File: src/hdl/lco_pkg.sv
// Shared constants and types for the label contour overlay block.
package lco_pkg;

  localparam int MAX_WIDTH_DEF  = 2048;
  localparam int LABEL_BITS_DEF = 16;
  localparam int PIXEL_BITS_DEF = 16;

  localparam int VAL_BITS   = 16;
  localparam int ROW_W      = 12;
  localparam int FW_BITS    = 12;
  localparam int FH_BITS    = 13;
  localparam int MAX_HEIGHT = 4096;
  localparam int CFG_IDX_W  = 2;

  localparam logic [CFG_IDX_W-1:0] CFG_CONTOUR = 2'd0;
  localparam logic [CFG_IDX_W-1:0] CFG_WIDTH   = 2'd1;
  localparam logic [CFG_IDX_W-1:0] CFG_HEIGHT  = 2'd2;

  localparam logic [VAL_BITS-1:0] CONTOUR_RST = 16'hFFFF;
  localparam logic [VAL_BITS-1:0] BORDER_VAL  = 16'd1;

  // position flags of one pixel, worked out at accept time
  typedef struct packed {
    logic emit;       // input row is not the top row
    logic first_col;
    logic last_col;
    logic col1;
    logic col_w2;     // next column is the last one
    logic orow0;      // emitted row is the top row
    logic orow1;
    logic row_last;   // input row is the bottom row
    logic right_ok;
  } pos_flags_t;

endpackage

File: src/hdl/lco_classify.sv
// Contour decision for one pixel of the window.
module lco_classify #(
  parameter int LABEL_BITS = lco_pkg::LABEL_BITS_DEF,
  parameter int PIXEL_BITS = lco_pkg::PIXEL_BITS_DEF
) (
  input  lco_pkg::pos_flags_t          flags_i,
  input  logic [LABEL_BITS-1:0]        mid_i,
  input  logic [LABEL_BITS-1:0]        up_i,
  input  logic [LABEL_BITS-1:0]        left_i,
  input  logic [LABEL_BITS-1:0]        right_i,
  input  logic [LABEL_BITS-1:0]        below_i,
  input  logic [PIXEL_BITS-1:0]        inten_i,
  input  logic [lco_pkg::VAL_BITS-1:0] contour_i,
  output logic [lco_pkg::VAL_BITS-1:0] val_o
);
  import lco_pkg::*;

  logic border;
  logic greater;
  logic near_ring;
  logic is_contour;

  assign border    = flags_i.orow0 || flags_i.first_col || flags_i.last_col;
  assign greater   = (mid_i > right_i) || (mid_i > below_i) ||
                     (mid_i > left_i) || (mid_i > up_i);
  assign near_ring = flags_i.col_w2 || flags_i.row_last || flags_i.col1 || flags_i.orow1;
  assign is_contour = (mid_i != '0) && (greater || near_ring);

  always_comb begin
    if (border) begin
      val_o = BORDER_VAL;
    end else if (is_contour && (contour_i != BORDER_VAL)) begin
      val_o = contour_i;
    end else begin
      val_o = VAL_BITS'(inten_i);
    end
  end

endmodule

File: config.mk
export PLATFORM = sky130hd
export DESIGN_NAME = lco_classify
export DESIGN_NICKNAME = d
export VERILOG_FILES = /design/src/hdl/lco_pkg.sv /design/src/hdl/lco_classify.sv
export SDC_FILE = /design/constraint.sdc
export NUM_CORES = 1
export LEC_CHECK = 0
export BUFFER_PORTS_ARGS = -buffer_cell sky130_fd_sc_hd__buf_4
export CORE_UTILIZATION = 40
export DETAILED_ROUTE_END_ITERATION = 16
export MAX_ROUTING_LAYER = met4
export PLACE_DENSITY_LB_ADDON = 0.3
export SYNTH_ARGS = -nofsm -noshare
export SYNTH_HDL_FRONTEND = slang
export SYNTH_SLANG_ARGS = --single-unit
File: constraint.sdc
create_clock -name vclk -period 1.8
set_input_delay 0.09 -clock vclk [all_inputs]
set_output_delay 0.09 -clock vclk [all_outputs]
set_load 0.005 [all_outputs]
Word-level counts from Yosys, hierarchy flattened --
Cells that the tools add are included. W data, S select, Z words.
Storage, ports and cells: bits in registers 0, input port bits 121, output and inout port bits 16
Cells by class: magnitude comparators 4, equality and inequality tests 1, muxes and demuxes 2, reductions and logical operators 12
Operators by type and width (number):
- $gt A16 B16 Y1 | 4
- $mux W16 | 2
- $ne A16 B1 Y1 const B | 1
- $reduce_bool A16 Y1 | 1
- $logic_or A1 B1 Y1 | 9
- $logic_and A1 B1 Y1 | 2

Longest topological paths before layout --
Gate-level depths: netlist (run 1).
depth in word-level cells 9, mapped depth 10

Least setup slack after synthesis (run 1) --
Ideal clock, no wire load.
path kind input -> output, from input right_i[11], to output val_o[10] (netlist bit), arrival 1912 ps, setup slack -202 ps, cell stages on the path 10, buffers on the path 1, cell sequence inv_1 -> ha_1 -> nand4_1 -> nor2_1 -> a21boi_1 -> o31ai_1 -> a22o_2 -> a41oi_4 -> buf_6 -> mux2i_1
Between the ends: longest elaborated chain between the ends 9
Ends and longest elaborated chain:
- start, declared | line lco_classify.sv:10 | input logic [LABEL_BITS-1:0] right_i,
- $gt A16 B16 Y1 | line lco_classify.sv:24 | assign greater = (mid_i > right_i) || (mid_i > below_i) ||
- $logic_or A1 B1 Y1 (2 in a row) | line lco_classify.sv:24
- $logic_or A1 B1 Y1 | line lco_classify.sv:25 | (mid_i > left_i) || (mid_i > up_i);
- $logic_or A1 B1 Y1 | line lco_classify.sv:27 | assign is_contour = (mid_i != '0) && (greater || near_ring);
- $logic_and A1 B1 Y1 | line lco_classify.sv:27
- $logic_and A1 B1 Y1 | line lco_classify.sv:32 | end else if (is_contour && (contour_i != BORDER_VAL)) begin
- $mux W16 | line lco_classify.sv:32
- $mux W16 | line lco_classify.sv:30 | if (border) begin
- end, declared | line lco_classify.sv:14 | output logic [lco_pkg::VAL_BITS-1:0] val_o
No other way between the ends.

Final worst setup path (run 1) --
from input below_i[1], to output val_o[5] (netlist bit)
Between the ends: longest elaborated chain between the ends 9
Ends and longest elaborated chain:
- start, declared | line lco_classify.sv:11 | input logic [LABEL_BITS-1:0] below_i,
- $gt A16 B16 Y1 | line lco_classify.sv:24
- $logic_or A1 B1 Y1 (2 in a row) | line lco_classify.sv:24
- $logic_or A1 B1 Y1 | line lco_classify.sv:25
- $logic_or A1 B1 Y1 | line lco_classify.sv:27
- $logic_and A1 B1 Y1 | line lco_classify.sv:27
- $logic_and A1 B1 Y1 | line lco_classify.sv:32
- $mux W16 | line lco_classify.sv:32
- $mux W16 | line lco_classify.sv:30
No other way between the ends.

==> results of run 1 <==
power by group:
part	leakage, nW	internal, mW	switching (mW)
combinational	1.99	0.393	0.301
sequential	0	0	0
clock	0	0	0
total	1.99	0.393	0.301
cell families after synthesis:
group / Yosys count / share of synthesized area, %
simple gates: 93 / 22.3
fa+ha+maj: 64 / 39.3
compound gates: 49 / 18.3
mux: 16 / 7.85
buf+inv: 65 / 12.3
layout make-up:
type	instances	area share (%)
Multi-Input combinational cell	222	55.1
Timing Repair Buffer	158	35.7
Inverter	61	6.84
Tap cell	67	2.40
tightest hold or removal path, cell delays in order:
cell and delay, ps:
buf_4 110, nand2_1 40, mux2i_1 50, buf_4 130
per-layer routing:
metal	part of all wire, %	up-vias	global-route usage, %
met3	5.8	10	1.51
li1	-	1324	-
met5	0	-	-
met4	1.2	0	2.99
met1	40	1145	24.9
met2	53	102	46.8
timing repair:
action                     CTS  global route
gates cloned                 0             1
pin swaps                    1             6
resized for setup            1            25
setup endpoints to repair   16            16
setup buffers                0             1
per-stage QoR:
stage / power (mW) / utilization, % / setup slack [ps] / hold WS [ps]
global route: 0.768 / 72.5 / -518 / 529
global placement: 0.621 / 68.8 / -329 / 508
finish: 0.693 / 72.5 / -457 / 515
detailed placement: 0.644 / 68.8 / -413 / 511
CTS: 0.649 / 68.9 / -390 / 514
floorplan: 0.286 / - / -101 / 279
placed cells by master (no fill, tap or decap), types with 2 or more instances in the layout:
cell type / n
inv_4: 2
nand4_1: 13
nor4_1: 10
nor2b_1: 3
inv_1: 55
ha_1: 56
o21ai_0: 2
o31ai_1: 3
a21boi_0: 4
buf_6: 6
nand2_1: 42
nor2_1: 8
inv_2: 3
a21oi_1: 23
ha_4: 8
mux2i_1: 16
a22o_1: 2
nor3_2: 2
buf_4: 149
nand3_1: 7
o211ai_1: 4
and4_1: 2
how the worst max path moves through the flow:
stage / end / slack [ps]
2_1_floorplan: val_o[10] / -100
4_1_cts: val_o[7] / -390
3_3_place_gp: val_o[8] / -330
5_1_grt: val_o[7] / -520
6_report: val_o[5] / -460
3_5_place_dp: val_o[7] / -410
==> flow_metrics.tcl, run 1 <==
set metrics [dict create \
    status "finished with violations" \
    violations "setup timing" \
    wire_per_inst_um 13.1 \
    syn_area_sq_mm 0.00204 \
    syn2layout_area_growth_pct 71.2 \
    finalCritPeriodShare_pct 125 \
    hp-start "inten_i[15]" \
    setup_tns_ps -6760 \
    viasPerCell 5.08 \
    final_nets 628 \
    start_kind "input pin" \
    core-area_sq_mm 0.00482 \
    seq_area_frac_synth_pct 0 \
    io-pin-count 137 \
    finalInstanceArea_sq_mm 0.00349 \
    whs_endpoint "val_o[15]" \
    antennaDiodeCount 0 \
    row_count 25 \
    drt_first_pass_iters 4 \
    yosysMostFrequentCell "ha_1" \
    fmax_mhz 443 \
    slowest_stage "o31a_1" \
    pwr_density_cell_mw_per_mm2 199 \
    worstPathRequired_ps 1710 \
    hold_path_depth 4 \
    fin_ws_ps -457 \
    cp_top_family "compound AO/OA/AOI/OAI gates" \
    final-seq-area_sq_um 0 \
    synth_warnings 0 \
    die_x_um 73.4 \
    hp-class "input pin to primary output" \
    gp_congestion 0.920 \
    yosys.cell_types.count 32 \
    die_y_um 73.4 \
    fillerInstances 398 \
    grt_pass1_vias 2526 \
    synth_commonest_cells "ha_1 (64), inv_1 (61), nand2_1 (42), a21oi_1 (23), mux2i_1 (16)" \
    grt_pass1_wl_um 9830 \
    netlist.area_leader.share_pct 39.3 \
    drc 0 \
    start_util_pct 42.3 \
    yosys.area.top_type "ha_1" \
    slew_violations 0 \
    dpl.cell_count 506 \
    gr-total-overflow 0 \
    crit_chain "buf_4 > inv_6 > ha_4 > nor2b_4 > o211ai_1 > a21oi_1 > o31a_1 > o41ai_4 > a41oi_4 > clkbuf_16 > mux2i_1 > buf_4" \
    maxSlewHeadroom_pct 65.8 \
    track_usage_pct 23.1 \
    layoutNonFillerInstCount 508 \
    grt_max_degree 31 \
    vias 2581 \
    clkbuf_count 0 \
    io_buffers 135 \
    cp_max_fo 8 \
    multi_input_area_sq_mm 0.00192 \
    worst-setup-path-type "input pin to primary output" \
    crit_cells 12 \
    hold_viol_final 0 \
    wl_um 6630 \
    p_leak_nw 1.99 \
    vdd_drop_max_mv 0.117 \
    path_buf_inv 4 \
    syn_inst 287 \
    rsz0062_at_grt "true" \
    arrival_ps 2170 \
    synthesis.nets 472 \
    endpoint_kind "primary output" \
    layout-drive-gt1-share_pct 41.7 \
    worstSetupStartpoint "below_i[1]" \
    drv_cap 0 \
    fin_crit_ps 2260 \
    dp_hpwl_um 5720 \
    syn_avg_cell_area_sq_um 7.11 \
    ant_nets 0 \
    finalSetupViolations 16 \
    hold_buffers 0 \
    antenna_found_initial 0 \
    cpPeakStageDelay_ps 310 \
    die_area_sq_mm 0.00539 \
    path_common_cell "buf_4" \
    synth_area_leaders "ha_1 (39%), inv_1 (11%), mux2i_1 (7.9%)" \
    dpl_cell_area_sq_mm 0.00332 \
    nFlopsAndLatches 0 \
    first_iter_violations 77 \
    worst_pin_slew_ps 509 \
]
Note: power is estimated with default switching activity, not from simulation.
==> inputs of run 2 (changes only) <==
--- a/config.mk
+++ b/config.mk
@@ -9,7 +9,7 @@
 export CORE_UTILIZATION = 40
 export DETAILED_ROUTE_END_ITERATION = 16
 export MAX_ROUTING_LAYER = met4
-export PLACE_DENSITY_LB_ADDON = 0.3
+export PLACE_DENSITY_LB_ADDON = 0.2
 export SYNTH_ARGS = -nofsm -noshare
 export SYNTH_HDL_FRONTEND = slang
 export SYNTH_SLANG_ARGS = --single-unit
==> run 2 against run 1 <==
The run still ends with setup timing left. Sequential cell count unchanged. Worst setup slack better by 14 ps. Highest routed layer unchanged. Design area grew 6.6%. Sequential share of layout area is the same. Hold slack lost 2.2 ps. Clock-buffer cell count unchanged. Global-route usage is 0.47 points higher. Die area stayed put.
==> flow_metrics.tcl, run 2 (synthesis results as in run 1) <==
set metrics [dict create \
    row_count 25 \
    drt_first_pass_iters 4 \
    wl_um 6840 \
    slew_violations 0 \
    hp-start "inten_i[6]" \
    hp-class "input pin to primary output" \
    worstPathRequired_ps 1710 \
    p_leak_nw 2.01 \
    combPwrFrac_pct 100.0 \
    status "finished with violations" \
    clkbuf_count 0 \
    switchingPower_mw 0.317 \
    hold_buffers 0 \
    fmax_mhz 446 \
    antennaDiodeCount 0 \
    vdd_drop_max_mv 0.133 \
    ant_nets 0 \
    worst_pin_slew_ps 361 \
    layout-drive-gt1-share_pct 47.6 \
    totalPowerFinal_mw 0.745 \
    maxSlewHeadroom_pct 75.7 \
    grt_pass1_vias 2474 \
    fin_crit_ps 2240 \
    seqPwrFrac_pct 0 \
    io_buffers 135 \
    dpl.cell_count 508 \
    grt_pass1_wl_um 10000 \
    layoutNonFillerInstCount 510 \
    start_util_pct 42.3 \
    gp_congestion 0.874 \
    drc 0 \
    clkPwrFrac_pct 0 \
    nFlopsAndLatches 0 \
    rsz0062_at_grt "true" \
    grt_max_degree 31 \
    intPower_mw 0.427 \
    finalCritPeriodShare_pct 125 \
    start_kind "input pin" \
    hold_viol_final 0 \
    die_x_um 73.4 \
    cp_max_fo 8 \
    pwr_density_cell_mw_per_mm2 200 \
    vias 2591 \
    dp_hpwl_um 5660 \
    wire_per_inst_um 13.4 \
    final_common_cell "buf_4" \
    worst-setup-path-type "input pin to primary output" \
    final_nets 630 \
    drv_cap 0 \
    die_area_sq_mm 0.00539 \
    arrival_ps 2150 \
    whs_endpoint "val_o[6]" \
    gr-total-overflow 0 \
    antenna_found_initial 0 \
    hold_path_depth 4 \
    final-seq-area_sq_um 0 \
    io-pin-count 137 \
    fillerInstances 372 \
    finalSetupViolations 16 \
    die_y_um 73.4 \
    layout_common_cells "buf_4 (142), inv_1 (49), ha_1 (45)" \
    endpoint_kind "primary output" \
    violations "setup timing" \
    fin_ws_ps -443 \
    viasPerCell 5.08 \
    multi_input_area_sq_mm 0.00210 \
    first_iter_violations 35 \
    track_usage_pct 23.6 \
    syn2layout_area_growth_pct 82.5 \
    p_sw_share_pct 42.6 \
    setup_tns_ps -6690 \
    core-area_sq_mm 0.00482 \
]
-- run 2: cell count changes in the layout (fill, tap and decap cells not counted), sizes merged --
cell    delta
inv        -1
buf        +2
clkinv     +1
-- run 2: final cells by class --
class / instances / share of cell area [%]
inverters: 61 / 6.42
multi-input cells: 222 / 56.3
well taps: 67 / 2.25
repair buffers: 160 / 35.0
-- run 2: worst max path at each step --
stage | from | end | slack, ps | depth (start not counted)
2_1_floorplan | mid_i[1] | val_o[10] | -100 | 9
3_3_place_gp | mid_i[14] | val_o[1] | -410 | 10
3_5_place_dp | mid_i[14] | val_o[1] | -440 | 10
4_1_cts | below_i[1] | val_o[1] | -380 | 12
5_1_grt | up_i[13] | val_o[11] | -520 | 11
6_report | up_i[13] | val_o[11] | -440 | 11
-- run 2: critical path, stage by stage --
cell and delay [ps]:
buf_4 80, inv_2 40, ha_4 250, nand4_1 180
nor3_2 320, o31ai_2 110, a22o_1 220, a41oi_4 310
clkbuf_16 220, mux2i_1 190, buf_4 130
-- run 2: through the flow --
stage / utilization (%) / setup WS, ps / hold slack, ps / area [sq um]
after floorplan: - / -101 / 279 / 2070
after detailed placement: 69.1 / -436 / 512 / 3330
after global placement: 69.1 / -411 / 508 / 3330
final: 77.3 / -443 / 513 / 3720
after CTS: 69.3 / -380 / 515 / 3340
after global routing: 77.3 / -522 / 521 / 3720
-- run 2: power groups by stage --
stage / combinational, mW / clock (mW) / sequential (mW)
after floorplan: 0.286 / 0 / 0
after global placement: 0.626 / 0 / 0
after detailed placement: 0.642 / 0 / 0
after CTS: 0.647 / 0 / 0
after global routing: 0.832 / 0 / 0
final: 0.745 / 0 / 0
-- run 2: timing repair --
item,in CTS,in global routing
setup endpoints to repair,16,16
pin swaps,0,9
resized for setup,2,64
gates cloned,0,1
hold endpoints to repair,0,0
buffers inserted,0,1
-- run 2: per-layer routing --
layer  routed length, um  vias to the layer above  global-route usage (%)
li1                    -                     1327                       -
met1                2870                     1174                    28.0
met2                3570                       88                    45.8
met3                 381                        2                    1.10
met4                  25                        0                    1.07
met5                   0                        -                       -
==> inputs of run 3 (changes only) <==
--- a/config.mk
+++ b/config.mk
@@ -6,7 +6,9 @@
 export NUM_CORES = 1
 export LEC_CHECK = 0
 export BUFFER_PORTS_ARGS = -buffer_cell sky130_fd_sc_hd__buf_4
-export CORE_UTILIZATION = 40
+export CELL_PAD_IN_SITES_DETAIL_PLACEMENT = 0
+export CELL_PAD_IN_SITES_GLOBAL_PLACEMENT = 2
+export CORE_UTILIZATION = 20
 export DETAILED_ROUTE_END_ITERATION = 16
 export MAX_ROUTING_LAYER = met4
 export PLACE_DENSITY_LB_ADDON = 0.2
==> run 3 against run 2 <==
The flow still finishes with violations (setup timing). Sequential cell count stayed put. Largest power group unchanged. Via count down 1.3%. Critical path type unchanged. Fmax barely moved.
==> flow_metrics.tcl, run 3 (synthesis results as in run 1) <==
set metrics [dict create \
    io_buffers 135 \
    grt_max_degree 31 \
    cp_top_family "compound AO/OA/AOI/OAI gates" \
    die_x_um 103 \
    die_y_um 103 \
    pwr_density_cell_mw_per_mm2 192 \
    worstPathRequired_ps 1710 \
    wl_um 7230 \
    combPwrFrac_pct 100.0 \
    gr-total-overflow 0 \
    cpPeakStageDelay_ps 330 \
    fillerInstances 1089 \
    io-pin-count 137 \
    dp_hpwl_um 6450 \
    grt_pass1_wl_um 11200 \
    drv_cap 0 \
    rsz0062_at_grt "true" \
    crit_chain "buf_8 > ha_4 > nand4_1 > nor3_2 > o31ai_1 > a22o_1 > a41oi_4 > clkbuf_16 > mux2i_1 > buf_4" \
    worst_pin_slew_ps 437 \
    vias 2557 \
    intPower_mw 0.413 \
    fin_ws_ps -440 \
    place_ws_ps -469 \
    grt_pass1_vias 2628 \
    track_usage_pct 13.6 \
    p_leak_nw 2.04 \
    slowest_stage "a41oi_4" \
    seqPwrFrac_pct 0 \
    drc 0 \
    finalCritPeriodShare_pct 124 \
    maxSlewHeadroom_pct 70.4 \
    core-area_sq_mm 0.00982 \
    hold_ws_ps 513 \
    hold_viol_final 0 \
    viasPerCell 4.37 \
    antennaDiodeCount 0 \
    totalPowerFinal_mw 0.716 \
    clkbuf_count 0 \
    first_iter_violations 32 \
    row_count 36 \
    final_nets 639 \
    p_sw_share_pct 42.4 \
    cp_max_fo 8 \
    finalSetupViolations 16 \
    fin_crit_ps 2240 \
    layout_common_cells "buf_4 (155), ha_1 (54), inv_1 (51)" \
    dpl_cell_area_sq_mm 0.00347 \
    wire_per_inst_um 12.4 \
    path_buf_inv 3 \
    final_common_cell "buf_4" \
    layout-drive-gt1-share_pct 45.1 \
    switchingPower_mw 0.304 \
    ant_nets 0 \
    status "finished with violations" \
    hold_buffers 0 \
    endpoint_kind "primary output" \
    fmax_mhz 446 \
    syn2layout_area_growth_pct 82.5 \
    slew_violations 0 \
    final-seq-area_sq_um 0 \
    violations "setup timing" \
    clkPwrFrac_pct 0 \
    worst-setup-path-type "input pin to primary output" \
    arrival_ps 2150 \
    finalInstanceArea_sq_mm 0.00372 \
    gp_congestion 0.740 \
    antenna_found_initial 0 \
    nFlopsAndLatches 0 \
    fin_util_pct 37.9 \
    vdd_drop_max_mv 0.0689 \
    hp-class "input pin to primary output" \
    start_kind "input pin" \
    die_area_sq_mm 0.0106 \
    start_util_pct 20.8 \
    drt_first_pass_iters 4 \
]
run 3: changes by cell type in the layout (fill, tap and decap cells not counted), sizes merged:
cell    change
buf         +9
clkinv      -1
inv         +1
run 3: path summary, 6_finish.rpt:
path / startpoint / end / cells after the start
max: mid_i[14] / val_o[3] / 10
min: inten_i[9] / val_o[9] / 4
run 3: through the flow:
stage	setup TNS, ps	std cells
after floorplan	-1010	287
after global placement	-7550	582
after detailed placement	-7080	582
after CTS	-6170	582
after global routing	-8170	585
final	-6650	585
run 3: area by class of cell:
class / instances / area [sq um] / area share (%)
Timing Repair Buffer: 169 / 1360 / 36.5
Multi-Input combinational cell: 222 / 1960 / 52.6
Tap cell: 133 / 166 / 4.47
Inverter: 61 / 239 / 6.42
run 3: power groups by stage:
stage / Combinational, mW / Sequential [mW] / Clock [mW]
4_1_cts: 0.691 / 0 / 0
5_1_grt: 0.811 / 0 / 0
2_1_floorplan: 0.286 / 0 / 0
3_5_place_dp: 0.671 / 0 / 0
3_3_place_gp: 0.664 / 0 / 0
6_report: 0.716 / 0 / 0
run 3: what timing repair did:
action                                  in CTS  in global routing
setup buffers                                0                  2
cloned                                       0                  1
endpoints found under the setup margin      16                 16
resized for setup                           12                 32
pin swaps                                    4                 13
run 3: routing by layer:
layer | global-route usage [%] | vias to the layer above | share of wire, %
li1 | - | 1349 | -
met1 | 15.2 | 1122 | 41
met2 | 27.7 | 86 | 53
met3 | 0.678 | 0 | 5.9
met4 | 0 | 0 | 0
met5 | - | - | 0
